## config.mk

```make
export PLATFORM = sky130hd
export DESIGN_NAME = valiant_transit_route_select
export DESIGN_NICKNAME = d
export VERILOG_FILES = /design/src/rtl/vtrs_pkg.sv /design/src/rtl/vtrs_rem.sv /design/src/rtl/vtrs_table.sv /design/src/rtl/valiant_transit_route_select.sv
export VERILOG_INCLUDE_DIRS = /design/src /design/src/rtl
export SDC_FILE = /design/constraint.sdc
export NUM_CORES = 2
export LEC_CHECK = 0
export BUFFER_PORTS_ARGS = -buffer_cell sky130_fd_sc_hd__buf_4
export CAP_MARGIN = 20
export CORE_AREA = 2 2 417 419
export DETAILED_ROUTE_END_ITERATION = 8
export DIE_AREA = 0 0 419 421
export PLACE_DENSITY_LB_ADDON = 0.25
export SYNTH_ARGS = -nofsm -noshare
export SYNTH_HDL_FRONTEND = slang
export SYNTH_SLANG_ARGS = --single-unit
```

## constraint.sdc

```tcl
create_clock -name clk -period 35.4 [get_ports clk]
set_input_delay 3.54 -clock clk [delete_from_list [all_inputs] [get_ports clk]]
set_output_delay 3.54 -clock clk [all_outputs]
set_load 0.01 [all_outputs]
```

## src/rtl/valiant_transit_route_select_defines.svh

```systemverilog
// Assertion macros shared by the route select RTL.
// Needs clk and rst_n in the scope of each use; no other dependencies.
`ifndef VALIANT_TRANSIT_ROUTE_SELECT_DEFINES_SVH
`define VALIANT_TRANSIT_ROUTE_SELECT_DEFINES_SVH

// Same-cycle implication, checked out of reset.
`define VTRS_ASSERT_IMP(lbl, ante, cons, msg) \
  lbl: assert property (@(posedge clk) disable iff (!rst_n) (ante) |-> (cons)) \
    else $error(msg);

// Next-cycle implication, checked out of reset.
`define VTRS_ASSERT_NXT(lbl, ante, cons, msg) \
  lbl: assert property (@(posedge clk) disable iff (!rst_n) (ante) |=> (cons)) \
    else $error(msg);

`endif

```

## src/rtl/vtrs_pkg.sv

```systemverilog
// Types, codes and helper functions for the Valiant transit route select.
// No dependencies; used by every module of the block.
package vtrs_pkg;

  localparam int unsigned ADDR_FIELDS_DEF      = 4;
  localparam int unsigned VALUES_PER_FIELD_DEF = 16;
  localparam int unsigned VALUE_BITS_DEF       = 16;

  localparam int unsigned H_W     = 64;
  localparam int unsigned CYC_W   = 6;
  localparam int unsigned FLD_W   = 16;
  localparam int unsigned NFLD    = 4;
  localparam int unsigned CNT_W   = 5;
  localparam int unsigned CIDX_W  = 3;

  localparam logic [H_W-1:0] SEED_MIX  = 64'h9e3779b97f4a7c15;
  localparam logic [31:0]    STEP_MUL  = 32'h85ebca6b;
  localparam int unsigned    STEP_SHIFT = 7;

  localparam logic [1:0] ALG_VALIANT = 2'd1;
  localparam logic [1:0] PH_TRANSIT  = 2'd1;
  localparam logic [1:0] PH_FINAL    = 2'd2;

  localparam logic CMD_LOAD  = 1'b0;
  localparam logic CMD_ROUTE = 1'b1;

  localparam logic [CIDX_W-1:0] CFG_SEED   = 3'd0;
  localparam logic [CIDX_W-1:0] CFG_TMASK  = 3'd1;
  localparam logic [CIDX_W-1:0] CFG_COUNT0 = 3'd2;
  localparam logic [CIDX_W-1:0] CFG_COUNT1 = 3'd3;
  localparam logic [CIDX_W-1:0] CFG_COUNT2 = 3'd4;
  localparam logic [CIDX_W-1:0] CFG_COUNT3 = 3'd5;

  typedef enum logic [3:0] {
    ST_IDLE,
    ST_CHECK,
    ST_MUL,
    ST_FSEL,
    ST_MOD,
    ST_RD,
    ST_CHK,
    ST_UPD,
    ST_FINISH
  } state_t;

  function automatic logic [FLD_W-1:0] get_field(input logic [H_W-1:0] addr,
                                                 input logic [1:0] f);
    logic [H_W-1:0] sh;
    sh = addr >> {f, 4'b0000};
    return sh[FLD_W-1:0];
  endfunction

  function automatic logic [H_W-1:0] put_field(input logic [H_W-1:0] addr,
                                               input logic [1:0] f,
                                               input logic [FLD_W-1:0] v);
    logic [H_W-1:0] m;
    m = {{(H_W-FLD_W){1'b0}}, {FLD_W{1'b1}}} << {f, 4'b0000};
    return (addr & ~m) | ({{(H_W-FLD_W){1'b0}}, v} << {f, 4'b0000});
  endfunction

  // Substitute the masked fields that exist in this configuration.
  function automatic logic [H_W-1:0] apply_rw(input logic [H_W-1:0] dst,
                                              input logic [NFLD-1:0] mask,
                                              input logic [H_W-1:0] rw,
                                              input int unsigned nf);
    logic [H_W-1:0] r;
    r = dst;
    for (int f = 0; f < NFLD; f++) begin
      if (mask[f] && f < nf) begin
        r[f*FLD_W +: FLD_W] = rw[f*FLD_W +: FLD_W];
      end
    end
    return r;
  endfunction

  function automatic logic src_matches(input logic [H_W-1:0] src,
                                       input logic [NFLD-1:0] mask,
                                       input logic [H_W-1:0] rw,
                                       input int unsigned nf);
    logic ok;
    ok = 1'b1;
    for (int f = 0; f < NFLD; f++) begin
      if (mask[f]) begin
        if (f >= nf || src[f*FLD_W +: FLD_W] != rw[f*FLD_W +: FLD_W]) begin
          ok = 1'b0;
        end
      end
    end
    return ok;
  endfunction

  function automatic logic [H_W-1:0] step_term(input logic [1:0] f);
    logic [H_W-1:0] r;
    unique case (f)
      2'd0: r = '0;
      2'd1: r = {32'b0, STEP_MUL};
      2'd2: r = {31'b0, STEP_MUL, 1'b0};
      2'd3: r = {32'b0, STEP_MUL} + {31'b0, STEP_MUL, 1'b0};
      default: r = '0;
    endcase
    return r;
  endfunction

endpackage

```

## src/rtl/vtrs_rem.sv

```systemverilog
// Bit-serial remainder of a 64-bit hash by a small list length.
// Depends on vtrs_pkg and the assertion macro header.
`include "valiant_transit_route_select_defines.svh"
module vtrs_rem (
  input  logic                        clk,
  input  logic                        rst_n,
  input  logic                        start,
  input  logic [vtrs_pkg::H_W-1:0]    dividend,
  input  logic [vtrs_pkg::CNT_W-1:0]  divisor,
  output logic                        done,
  output logic [vtrs_pkg::CNT_W-1:0]  rem
);
  import vtrs_pkg::*;

  logic              run_r, run_nxt;
  logic              done_r, done_nxt;
  logic [CYC_W-1:0]  cyc_r, cyc_nxt;
  logic [H_W-1:0]    sh_r, sh_nxt;
  logic [CNT_W-1:0]  rem_r, rem_nxt;
  logic [CNT_W:0]    trial;

  always_comb begin
    run_nxt  = run_r;
    done_nxt = 1'b0;
    cyc_nxt  = cyc_r;
    sh_nxt   = sh_r;
    rem_nxt  = rem_r;
    trial    = {rem_r, sh_r[H_W-1]};
    if (start) begin
      run_nxt = 1'b1;
      cyc_nxt = '0;
      sh_nxt  = dividend;
      rem_nxt = '0;
    end else if (run_r) begin
      // shift one dividend bit in, subtract when it fits
      sh_nxt  = {sh_r[H_W-2:0], 1'b0};
      rem_nxt = (trial >= {1'b0, divisor}) ? CNT_W'(trial - {1'b0, divisor})
                                          : CNT_W'(trial);
      cyc_nxt = cyc_r + 1'b1;
      if (cyc_r == '1) begin
        run_nxt  = 1'b0;
        done_nxt = 1'b1;
      end
    end
  end

  always_ff @(posedge clk) begin
    if (!rst_n) begin
      run_r  <= 1'b0;
      done_r <= 1'b0;
    end else begin
      run_r  <= run_nxt;
      done_r <= done_nxt;
    end
  end

  always_ff @(posedge clk) begin
    cyc_r <= cyc_nxt;
    sh_r  <= sh_nxt;
    rem_r <= rem_nxt;
  end

  assign done = done_r;
  assign rem  = rem_r;

  `VTRS_ASSERT_IMP(a_rem_range, done_r && divisor != '0, rem_r < divisor, "rem not below divisor")
  `VTRS_ASSERT_NXT(a_rem_done_pulse, done_r, !done_r, "done held for two cycles")
  `VTRS_ASSERT_IMP(a_rem_done_idle, done_r, !run_r, "done while still running")

endmodule

```

## src/rtl/vtrs_table.sv

```systemverilog
// Per-field value lists: one write port, one registered read port.
// Depends on vtrs_pkg for nothing but style; holds the value memory.
module vtrs_table #(
  parameter int unsigned DEPTH  = 64,
  parameter int unsigned AW     = 6,
  parameter int unsigned DW     = 16
) (
  input  logic          clk,
  input  logic          wr_en,
  input  logic [AW-1:0] wr_addr,
  input  logic [DW-1:0] wr_data,
  input  logic          rd_en,
  input  logic [AW-1:0] rd_addr,
  output logic [DW-1:0] rd_data
);
  import vtrs_pkg::*;

  logic [DW-1:0] mem [DEPTH];
  logic [DW-1:0] rd_data_r;

  always_ff @(posedge clk) begin
    if (wr_en) begin
      mem[wr_addr] <= wr_data;
    end
    if (rd_en) begin
      rd_data_r <= mem[rd_addr];
    end
  end

  assign rd_data = rd_data_r;

endmodule

```

## src/rtl/valiant_transit_route_select.sv

```systemverilog
// Valiant transit route select: top level, sequencer and tag datapath.
// Depends on vtrs_pkg, vtrs_rem, vtrs_table and the assertion macro header.
`include "valiant_transit_route_select_defines.svh"
// A load transaction (command 0) writes one value-list entry at the accepting
// edge and gives no result; busy stays low, so a further transaction may follow
// in the next cycle. A route transaction (command 1) raises busy and gives
// exactly one result, shown for one cycle with out_valid; the receiver cannot
// stall, so sample it then. A packet whose tag is Valiant to-transit with a
// non-empty rewrite mask, or one not injected here, finishes after the tag
// check. An injected packet runs the shift-add seed product, then for every
// transit field with a non-empty list a division in the serial remainder unit,
// a scan of candidates (up to the list length, one memory read each) and a
// hash update; fields skipped only pass through field select. The serial
// remainder unit and the single read port of the value memory set the pace of
// this work. Configuration is always ready; write it only while idle.
module valiant_transit_route_select #(
  parameter int unsigned ADDR_FIELDS      = vtrs_pkg::ADDR_FIELDS_DEF,
  parameter int unsigned VALUES_PER_FIELD = vtrs_pkg::VALUES_PER_FIELD_DEF,
  parameter int unsigned VALUE_BITS       = vtrs_pkg::VALUE_BITS_DEF
) (
  input  logic                         clk,
  input  logic                         rst_n,
  // command channel
  input  logic                         start,
  output logic                         busy,
  input  logic                         in_command,
  input  logic [63:0]                  in_flow_hash,
  input  logic [63:0]                  in_src_addr,
  input  logic [63:0]                  in_dst_addr,
  input  logic                         in_is_inject,
  input  logic [1:0]                   in_tag_algorithm,
  input  logic [1:0]                   in_tag_phase,
  input  logic [3:0]                   in_tag_rewrite_mask,
  input  logic [63:0]                  in_tag_rewrite_addr,
  input  logic [1:0]                   in_table_field,
  input  logic [3:0]                   in_table_pos,
  input  logic [15:0]                  in_table_value,
  // result channel
  output logic                         out_valid,
  output logic [63:0]                  out_effective_dst,
  output logic                         out_tag_updated,
  output logic [1:0]                   out_algorithm,
  output logic [1:0]                   out_phase,
  output logic                         out_clear_flags,
  output logic [3:0]                   out_rewrite_mask,
  output logic [63:0]                  out_rewrite_addr,
  // configuration write channel
  input  logic                         cfg_valid,
  output logic                         cfg_ready,
  input  logic [vtrs_pkg::CIDX_W-1:0]  cfg_index,
  input  logic [63:0]                  cfg_data
);
  import vtrs_pkg::*;

  localparam int unsigned DEPTH = ADDR_FIELDS * VALUES_PER_FIELD;
  localparam int unsigned MAW   = (DEPTH > 1) ? $clog2(DEPTH) : 1;

  // configuration registers
  logic [H_W-1:0]   seed_r;
  logic [NFLD-1:0]  tmask_r;
  logic [CNT_W-1:0] cnt_r [NFLD];

  // sequencer
  state_t state_r, state_nxt;
  logic   out_valid_r, out_valid_nxt;

  // latched route transaction
  logic [H_W-1:0]  flow_r, flow_nxt;
  logic [H_W-1:0]  src_r, src_nxt;
  logic [H_W-1:0]  dst_r, dst_nxt;
  logic            inj_r, inj_nxt;
  logic [1:0]      alg_r, alg_nxt;
  logic [1:0]      ph_r, ph_nxt;
  logic [NFLD-1:0] rmask_r, rmask_nxt;
  logic [H_W-1:0]  raddr_r, raddr_nxt;

  // working registers
  logic [H_W-1:0]   acc_r, acc_nxt;
  logic [H_W-1:0]   ma_r, ma_nxt;
  logic [H_W-1:0]   mb_r, mb_nxt;
  logic [CYC_W-1:0] cyc_r, cyc_nxt;
  logic [H_W-1:0]   h_r, h_nxt;
  logic [2:0]       f_r, f_nxt;
  logic [CNT_W-1:0] idx_r, idx_nxt;
  logic [CNT_W-1:0] k_r, k_nxt;
  logic [NFLD-1:0]  nmask_r, nmask_nxt;
  logic [H_W-1:0]   naddr_r, naddr_nxt;

  // result registers
  logic [H_W-1:0]  o_dst_r, o_dst_nxt;
  logic            o_upd_r, o_upd_nxt;
  logic [1:0]      o_alg_r, o_alg_nxt;
  logic [1:0]      o_ph_r, o_ph_nxt;
  logic            o_clr_r, o_clr_nxt;
  logic [NFLD-1:0] o_mask_r, o_mask_nxt;
  logic [H_W-1:0]  o_addr_r, o_addr_nxt;

  logic accept, accept_route, load_wr;
  logic transit_case;
  logic fsel_end, fsel_go;
  logic [CNT_W-1:0] n_raw, n_cur;
  logic [FLD_W-1:0] dv, sv, cand;
  logic cand_ok, scan_stop;
  logic [H_W-1:0] acc_sum;

  logic rem_start, rem_done;
  logic [CNT_W-1:0] rem_val;
  logic rd_en;
  logic [MAW-1:0] wr_addr, rd_addr;
  logic [VALUE_BITS-1:0] rd_data;

  assign accept       = start && !busy;
  assign accept_route = accept && (in_command == CMD_ROUTE);
  assign load_wr      = accept && (in_command == CMD_LOAD)
                        && (32'(in_table_field) < ADDR_FIELDS)
                        && (32'(in_table_pos) < VALUES_PER_FIELD);
  assign wr_addr = MAW'(32'(in_table_field) * VALUES_PER_FIELD + 32'(in_table_pos));
  assign rd_addr = MAW'(32'(f_r[1:0]) * VALUES_PER_FIELD + 32'(idx_r));

  assign transit_case = (alg_r == ALG_VALIANT) && (ph_r == PH_TRANSIT) && (rmask_r != '0);

  // list length of the current field, saturated to the list size
  assign n_raw = cnt_r[f_r[1:0]];
  assign n_cur = (32'(n_raw) > VALUES_PER_FIELD) ? CNT_W'(VALUES_PER_FIELD) : n_raw;
  assign fsel_end = (f_r >= 3'(NFLD)) || (32'(f_r) >= ADDR_FIELDS);
  assign fsel_go  = !fsel_end && tmask_r[f_r[1:0]] && (n_cur != '0);

  assign dv   = get_field(dst_r, f_r[1:0]);
  assign sv   = get_field(src_r, f_r[1:0]);
  assign cand = FLD_W'(rd_data);
  assign cand_ok   = (cand != dv) && (cand != sv);
  assign scan_stop = cand_ok || (k_r == n_cur - 1'b1);
  assign acc_sum   = ma_r[0] ? (acc_r + mb_r) : acc_r;

  // next state
  always_comb begin
    state_nxt = state_r;
    unique case (state_r)
      ST_IDLE:   if (accept_route) state_nxt = ST_CHECK;
      ST_CHECK:  state_nxt = (transit_case || !inj_r) ? ST_IDLE : ST_MUL;
      ST_MUL:    if (cyc_r == '1) state_nxt = ST_FSEL;
      ST_FSEL: begin
        if (fsel_end) state_nxt = ST_FINISH;
        else if (fsel_go) state_nxt = ST_MOD;
      end
      ST_MOD:    if (rem_done) state_nxt = ST_RD;
      ST_RD:     state_nxt = ST_CHK;
      ST_CHK:    state_nxt = scan_stop ? ST_UPD : ST_RD;
      ST_UPD:    state_nxt = ST_FSEL;
      ST_FINISH: state_nxt = ST_IDLE;
      default:   state_nxt = ST_IDLE;
    endcase
  end

  // datapath and result updates
  always_comb begin
    flow_nxt = flow_r; src_nxt = src_r; dst_nxt = dst_r; inj_nxt = inj_r;
    alg_nxt = alg_r; ph_nxt = ph_r; rmask_nxt = rmask_r; raddr_nxt = raddr_r;
    acc_nxt = acc_r; ma_nxt = ma_r; mb_nxt = mb_r; cyc_nxt = cyc_r;
    h_nxt = h_r; f_nxt = f_r; idx_nxt = idx_r; k_nxt = k_r;
    nmask_nxt = nmask_r; naddr_nxt = naddr_r;
    o_dst_nxt = o_dst_r; o_upd_nxt = o_upd_r; o_alg_nxt = o_alg_r;
    o_ph_nxt = o_ph_r; o_clr_nxt = o_clr_r; o_mask_nxt = o_mask_r;
    o_addr_nxt = o_addr_r;
    out_valid_nxt = 1'b0;
    rem_start = 1'b0;
    rd_en = 1'b0;
    unique case (state_r)
      ST_IDLE: begin
        if (accept_route) begin
          flow_nxt = in_flow_hash; src_nxt = in_src_addr; dst_nxt = in_dst_addr;
          inj_nxt = in_is_inject; alg_nxt = in_tag_algorithm; ph_nxt = in_tag_phase;
          rmask_nxt = in_tag_rewrite_mask; raddr_nxt = in_tag_rewrite_addr;
        end
      end
      ST_CHECK: begin
        // default result repeats the tag
        o_dst_nxt = dst_r; o_upd_nxt = 1'b0; o_alg_nxt = alg_r; o_ph_nxt = ph_r;
        o_clr_nxt = 1'b0; o_mask_nxt = rmask_r; o_addr_nxt = raddr_r;
        if (transit_case) begin
          if (src_matches(src_r, rmask_r, raddr_r, ADDR_FIELDS)) begin
            o_upd_nxt = 1'b1; o_ph_nxt = PH_FINAL; o_clr_nxt = 1'b1;
            o_mask_nxt = '0; o_addr_nxt = '0;
          end else begin
            o_dst_nxt = apply_rw(dst_r, rmask_r, raddr_r, ADDR_FIELDS);
          end
        end
        out_valid_nxt = transit_case || !inj_r;
        acc_nxt = '0; ma_nxt = seed_r; mb_nxt = SEED_MIX; cyc_nxt = '0;
      end
      ST_MUL: begin
        // one partial product of seed times the mixing constant a cycle
        acc_nxt = acc_sum;
        ma_nxt  = ma_r >> 1;
        mb_nxt  = mb_r << 1;
        cyc_nxt = cyc_r + 1'b1;
        if (cyc_r == '1) begin
          h_nxt = (flow_r ^ acc_sum) ^ SEED_MIX;
          f_nxt = '0; nmask_nxt = '0; naddr_nxt = '0;
        end
      end
      ST_FSEL: begin
        if (fsel_go) rem_start = 1'b1;
        else if (!fsel_end) f_nxt = f_r + 1'b1;
      end
      ST_MOD: begin
        if (rem_done) begin
          idx_nxt = rem_val;
          k_nxt   = '0;
        end
      end
      ST_RD: rd_en = 1'b1;
      ST_CHK: begin
        if (scan_stop) begin
          nmask_nxt = nmask_r | (NFLD'(1) << f_r[1:0]);
          naddr_nxt = put_field(naddr_r, f_r[1:0], cand);
        end else begin
          k_nxt   = k_r + 1'b1;
          idx_nxt = (idx_r + 1'b1 == n_cur) ? '0 : idx_r + 1'b1;
        end
      end
      ST_UPD: begin
        h_nxt = h_r ^ ((h_r << STEP_SHIFT) + step_term(f_r[1:0]));
        f_nxt = f_r + 1'b1;
      end
      ST_FINISH: begin
        if (nmask_r != '0) begin
          o_dst_nxt = apply_rw(dst_r, nmask_r, naddr_r, ADDR_FIELDS);
          o_upd_nxt = 1'b1; o_alg_nxt = ALG_VALIANT; o_ph_nxt = PH_TRANSIT;
          o_clr_nxt = 1'b0; o_mask_nxt = nmask_r; o_addr_nxt = naddr_r;
        end
        out_valid_nxt = 1'b1;
      end
      default: begin
      end
    endcase
  end

  // control and configuration
  always_ff @(posedge clk) begin
    if (!rst_n) begin
      state_r     <= ST_IDLE;
      out_valid_r <= 1'b0;
      seed_r      <= '0;
      tmask_r     <= '0;
      for (int i = 0; i < NFLD; i++) cnt_r[i] <= '0;
    end else begin
      state_r     <= state_nxt;
      out_valid_r <= out_valid_nxt;
      if (cfg_valid && cfg_ready) begin
        unique case (cfg_index)
          CFG_SEED:   seed_r   <= cfg_data;
          CFG_TMASK:  tmask_r  <= cfg_data[NFLD-1:0];
          CFG_COUNT0: cnt_r[0] <= cfg_data[CNT_W-1:0];
          CFG_COUNT1: cnt_r[1] <= cfg_data[CNT_W-1:0];
          CFG_COUNT2: cnt_r[2] <= cfg_data[CNT_W-1:0];
          CFG_COUNT3: cnt_r[3] <= cfg_data[CNT_W-1:0];
          default: begin
          end
        endcase
      end
    end
  end

  // payload, no reset
  always_ff @(posedge clk) begin
    flow_r <= flow_nxt; src_r <= src_nxt; dst_r <= dst_nxt; inj_r <= inj_nxt;
    alg_r <= alg_nxt; ph_r <= ph_nxt; rmask_r <= rmask_nxt; raddr_r <= raddr_nxt;
    acc_r <= acc_nxt; ma_r <= ma_nxt; mb_r <= mb_nxt; cyc_r <= cyc_nxt;
    h_r <= h_nxt; f_r <= f_nxt; idx_r <= idx_nxt; k_r <= k_nxt;
    nmask_r <= nmask_nxt; naddr_r <= naddr_nxt;
    o_dst_r <= o_dst_nxt; o_upd_r <= o_upd_nxt; o_alg_r <= o_alg_nxt;
    o_ph_r <= o_ph_nxt; o_clr_r <= o_clr_nxt; o_mask_r <= o_mask_nxt;
    o_addr_r <= o_addr_nxt;
  end

  vtrs_rem u_rem (
    .clk      (clk),
    .rst_n    (rst_n),
    .start    (rem_start),
    .dividend (h_r),
    .divisor  (n_cur),
    .done     (rem_done),
    .rem      (rem_val)
  );

  vtrs_table #(
    .DEPTH (DEPTH),
    .AW    (MAW),
    .DW    (VALUE_BITS)
  ) u_table (
    .clk     (clk),
    .wr_en   (load_wr),
    .wr_addr (wr_addr),
    .wr_data (in_table_value[VALUE_BITS-1:0]),
    .rd_en   (rd_en),
    .rd_addr (rd_addr),
    .rd_data (rd_data)
  );

  assign busy      = (state_r != ST_IDLE);
  assign cfg_ready = 1'b1;
  assign out_valid         = out_valid_r;
  assign out_effective_dst = o_dst_r;
  assign out_tag_updated   = o_upd_r;
  assign out_algorithm     = o_alg_r;
  assign out_phase         = o_ph_r;
  assign out_clear_flags   = o_clr_r;
  assign out_rewrite_mask  = o_mask_r;
  assign out_rewrite_addr  = o_addr_r;

  `VTRS_ASSERT_NXT(a_route_busy, accept_route, busy, "route did not raise busy")
  `VTRS_ASSERT_NXT(a_single_strobe, out_valid_r, !out_valid_r, "strobe held two cycles")
  `VTRS_ASSERT_IMP(a_rem_in_mod, rem_done, state_r == ST_MOD, "remainder done outside modulo")

endmodule

```

# == After elaboration in Yosys (flattened, before gate mapping) ==
# Memory sizes are Yosys's and may differ from the RTL's. A register that Yosys moved wholly into a read port is not among the register bits.
# Index checks and enable logic that the tools add are counted.
# Widths: inputs -> output; s select.
# totals
inputBits,359
ramBits,1044
word_cells,259
out_inout_bits,141
register_bits,896
n_memories,2
# mem_list
memory,depth,word_bits,rd,rd_ports_with_merged_regs,write_ports,line_no,rtl
u_table.mem,64,16,1,1,1,vtrs_table.sv:18,logic [DW-1:0] mem [DEPTH];
cnt_r,4,5,1,1,4,valiant_transit_route_select.sv:61,logic [CNT_W-1:0] cnt_r [NFLD];
# op_classes
n_reduce_logical,38
bitwise_logic,14
n_mux,113
n_shift,5
n_addsub,11
n_eq_ne,37
n_lt_le_gt_ge,5
# op_table
cell,count
$pmux 64 s2,7
$mux 64,13
$pmux 64 s4,1
$add 64x64->64,2
$mux 16,8
$shr 64x6->16,2
$xor 64x64->64,2
$ne 16x16->1,6
$and 64x64->64,1
$not 64->64,1
$or 64x64->64,1
$shl 16x6->64,1
$shl 16x6->64 const A,1
$mux 5,11
$mux 1,41
$mux 4,10
$not 38->38,1
$pmux 4 s8,1
$pmux 5 s2,2
$eq 4x3->1 const B,4
$pmux 4 s2,2
$ne 2x2->1 const B,7
$add 6x1->6 const B,2
$eq 6x6->1 const B,2
46 further kinds,94

# == Depth between registers and ports, before layout ==
# logic_depth
depth_word,14
ltp_mapped,18
mapped_depth_nobuf,15

# == Cells and area by module ==
# From an unflattened synthesis, not the netlist that was laid out.
# unflattened
hier_cells,5653
hier_area_um2,84780.1
# modules_own_cells
mod,cells_per_inst,seq_area_each_um2,area_per_inst_um2,n_inst
valiant_transit_route_select,3626,24503.5,41290.9,1
vtrs_table,1814,31230.0,40087.2,1
vtrs_rem,213,2182.1,3402.0,1

# == Worst setup path after synthesis ==
# No wires, ideal clock.
# synth_path
path_kind,register -> register
start,reg state_r[1]
end,reg acc_r[0] (enable)
stages_incl_launch_ff,4
slack_ns,20.328
arrival_ns,14.073
n_path_buf,1
setup_time_ns,0.999
synth_period_minus_slack_ns,15.072
t_required_ns,34.401
cell_sequence,dfxtp_1 clkbuf_1 xnor2_1 nor3_1
# synth_via
elab_chain_len,2
word_cells_on_any_way,3
cone_classes,2 x eq/ne; 1 x reduce/logical
# synth_lines
item,line_no,rtl
start: declaration,valiant_transit_route_select.sv:64,"state_t state_r, state_nxt;"
start signal: assignment,valiant_transit_route_select.sv:248,state_r <= state_nxt;
$eq 4x2->1 or $eq 4x1->1 (tied branches),valiant_transit_route_select.sv:168,unique case (state_r)
$reduce_bool 2->1 (no line) (*),--,
end signal: assignment,valiant_transit_route_select.sv:269,acc_r <= acc_nxt; ma_r <= ma_nxt; mb_r <= mb_nxt; cyc_r <= cyc_nxt;
end: declaration,valiant_transit_route_select.sv:78,"logic [H_W-1:0] acc_r, acc_nxt;"
# Mark *: on every way between the ends. The rest lies on a longest branch, timed or not.
# A chain may end at the register's enable or synchronous reset.

# == Worst setup path in the final report ==
# layout_path
start,in in_command
end,reg flow_r[19] (enable)
# layout_via
elab_chain_len,2
# layout_lines
item,line_no,rtl
start: declaration,valiant_transit_route_select.sv:26,"input logic in_command,"
$logic_and 1x1->1,valiant_transit_route_select.sv:113,assign accept_route = accept && (in_command == CMD_ROUTE);
$reduce_and 2->1 (no line),--,
end signal: assignment,valiant_transit_route_select.sv:267,flow_r <= flow_nxt; src_r <= src_nxt; dst_r <= dst_nxt; inj_r <= inj_nxt;
end: declaration,valiant_transit_route_select.sv:68,"logic [H_W-1:0] flow_r, flow_nxt;"
# Every way passes these cells.

==> results by group <==
Status
  • Status: completed

Clock network
  • Setup bufs post-CTS: 0
  • Clock latency on the worst-skew pair: 0.84 ns
  • Reg clk slew, reported paths: 0.06 ns
  • Root buffer cell: clkbuf_16
  • Clk sinks: 1,958
  • H-tree depth: 4
  • Clock buffer depth: 3
  • Post-CTS Hold Buffers: 0
  • CTS tree: built
  • CTS buffer count: 198
  • Post-CTS sizing: 0

Floorplan
  • Die Wd: 419 um
  • Die ar.: 176,400 um^2
  • Number of core rows: 153
  • I/O pin cnt: 500
  • Initial core utilization: 49.51%
  • Core Footprint: 172,500 um^2
  • DIE HEIGHT: 421 um

Cells and area
  • Final Util: 57.24%
  • Most frequent cells in the layout: edfxtp_1 (1,870), nand2_1 (675), buf_4 (623)
  • Area growth syn-to-layout: 15.63%
  • Nets: 6,939
  • Design Area, Final: 98,740 um^2
  • Share of cells above drive strength 1: 19.36%
  • Most common cell after layout, fill and taps aside: edfxtp_1
  • Post-route insts no fill: 8,972

Synth
  • Mean Syn Cell Area: 14.28 um^2
  • Distinct cells, synth: 93
  • Post-synth EDFFs: 1,870
  • Seq/Total Area, Yosys: 67.82%
  • Mapped Nets: 6,442
  • Synth Warn #: 0
  • Synth area leaders: edfxtp_1 (66%), mux4_2 (4.8%), nand2_1 (3.0%)
  • Yosys reg bits: 1,958
  • Cell count after synthesis: 5,979
  • Top_reg_cell synth: edfxtp_1
  • Biggest area consumer among synthesized cells: edfxtp_1
  • Synth top area share: 65.76%
  • Mapped Area: 85,390 um^2
  • Async set-reset flop share out of synthesis: 0%

Power
  • Comb pwr share: 18.3%
  • Pint: 4.451 mW
  • Lkg Pwr: 34.00 nW
  • Clock network power share: 35.5%
  • Peak supply drop: 0.06145 mV
  • Sequential Power Share: 46.2%
  • Sw power: 1.711 mW
  • Switch share: 27.77%
  • Power per cell area: 62.42 nW/um^2

Hold path
  • Hold path cells: 2
  • Type of the worst min-delay path: flip-flop to flip-flop

Global route
  • Number of global-route vias before repair: 51,383
  • Largest net degree at the start of global routing: 125
  • Grt total ovfl: 0
  • Global-route wire length before repair: 347,100 um
  • GRT Resource Usage Total: 26.82%
  • Initial antenna violation count: 18

Route
  • DRT Pass-1 Iters: 5
  • Initial DRC count: 6,684
  • DRC violations left: 0
  • Routed length per placed instance: 26.80 um
  • Via/cell ratio: 5.952
  • Detail Route Antenna Nets: 0
  • Detailed Route WL: 240,400 um
  • Via count: 53,402

Place
  • I/O Buffers: 498
  • Placed cell count: 8,598
  • Detailed placement HPWL: 158,800 um
  • DP Area: 91,810 um^2
  • Gpl congestion: 0.9833

Setup path
  • Crit path cell chain: buf_4, and3_4, buf_4, buf_16, buf_4, buf_4
  • Worst Path Required: 35.83 ns
  • Worst Path Max Fanout: 69
  • CP most frequent cell: buf_4
  • Crit. End Element: flip-flop
  • Reg-to-reg slack, setup: 29.64 ns
  • Data arrival, critical path: 6.37 ns
  • R2R depth: 14
  • Worst Setup Start Kind: primary input
  • CP peak stage delay: 0.72 ns
  • Kind of critical path: primary input to flip-flop
  • Slowest CP cell: buf_4

STA
  • Final slew viol count: 0
  • Setup TNS: 0 ns
  • Fmax: 168.5 MHz
  • Post-route minimum period: 5.936 ns
  • Least-Margin Pin Slew: 1.118 ns
  • Hold Fails Final Rpt: 0
  • Max-slew headroom: 25.49%
  • Final setup fails: 0
  • RSZ-0062 raised after global routing: no
  • Clock Skews: 0.05576 ns
  • Final worst-path cycle share: 16.77%

Flow run
  • Max Cap Violations: 0
[cell families after synthesis]
group,Yosys count,share of synthesized area (%)
flip-flops,1958,67.82
AND/OR/NAND/NOR,1585,8.289
AO/OA/AOI/OAI,1061,7.740
multiplexers,560,9.420
buffers and inverters,376,1.729
XOR/XNOR,334,3.443
adder cells (fa/ha/maj),104,1.550
other,1,0.004392
[critical path, delay by kind of cell]
kind,cells,cell delay (ns)
buffers and inverters,5,2.15
and+or+nand+nor,1,0.53
[power by group through the flow]
stage	combinational, mW	sequential (mW)	clock (mW)
floorplan	0.711	2.94	0
global placement	1.09	2.89	0
detailed placement	1.11	2.89	0
CTS	1.12	2.84	2.22
global route	1.22	2.85	2.31
finish	1.13	2.85	2.19
[state kept, by name, summed over array words and instances (netlist names), 5 cells and up, named ones only]
name	cells
u_rem.sh_r	64
flow_r	64
src_r	64
mb_r	64
cnt_r	20
idx_r	5
cyc_r	6
u_table.mem	1024
out_rewrite_addr	64
seed_r	64
ma_r	64
out_effective_dst	64
dst_r	64
acc_r	64
u_rem.cyc_r	6
k_r	5
naddr_r	64
u_table.rd_data	16
u_rem.rem	5
raddr_r	64
h_r	64
[stage by stage]
| stage | hold WS, ns | power, mW | setup slack, ns |
|---|---|---|---|
| floorplan | 0.4388 | 3.648 | 20.33 |
| global placement | 0.4527 | 3.983 | 28.45 |
| detailed placement | 0.4582 | 4.003 | 28.37 |
| CTS | 0.4663 | 6.186 | 29.27 |
| global route | 0.4834 | 6.387 | 29.11 |
| finish | 0.4626 | 6.163 | 29.46 |
[worst paths after layout]
kind,start,to
setup / recovery,in_command,flow_r[19]
hold / removal,seed_r[63],seed_r[63]
setup reg to reg,f_r[0],h_r[34]
hold reg to reg,seed_r[63],seed_r[63]
[synthesized netlist by cell type, types with 7 or more instances]
| master | number |
|---|---|
| o211ai_1 | 12 |
| a22oi_1 | 16 |
| and3_1 | 59 |
| a21o_1 | 46 |
| o22ai_1 | 133 |
| nor2_1 | 456 |
| a21oi_1 | 328 |
| or3_1 | 12 |
| mux2_2 | 129 |
| o221ai_1 | 66 |
| xor2_1 | 68 |
| o31ai_1 | 7 |
| a31oi_1 | 23 |
| nand2_1 | 679 |
| mux4_2 | 182 |
| nor2b_1 | 76 |
| nand4_1 | 53 |
| nand2b_1 | 57 |
| nand3_1 | 44 |
| o21a_1 | 26 |
| o21ai_0 | 227 |
| nor4_1 | 14 |
| a211o_1 | 9 |
| a21boi_0 | 71 |
| dfxtp_1 | 88 |
| nor3b_1 | 8 |
| buf_2 | 26 |
| a211oi_1 | 21 |
| o21bai_1 | 12 |
| buf_1 | 49 |
| nor3_1 | 41 |
| xnor2_1 | 265 |
| inv_1 | 46 |
| ha_1 | 101 |
| and2_1 | 42 |
| clkbuf_1 | 244 |
| mux2i_1 | 249 |
| edfxtp_1 | 1870 |
[cell type report]
| type | count | area [um^2] |
|---|---|---|
| timing repair buffer | 625 | 4725 |
| fill | 13533 | 73750 |
| antenna | 9 | 22.52 |
| multi-input combinational | 3645 | 26120 |
| tap | 2325 | 2909 |
| clock buffer | 239 | 5211 |
| inverter | 48 | 182.7 |
| clock inverter | 123 | 1648 |
| sequential | 1958 | 57920 |
[per-layer routing]
layer | up-vias | track usage (%) | share of wire [%]
met2 | 2596 | 42.37 | 47
met3 | 504 | 4.347 | 8.2
met5 | - | 0 | 0.020
met4 | 6 | 11.88 | 4.7
li1 | 23657 | - | -
met1 | 26639 | 36.79 | 40
Power figures use the tool's default switching activity.
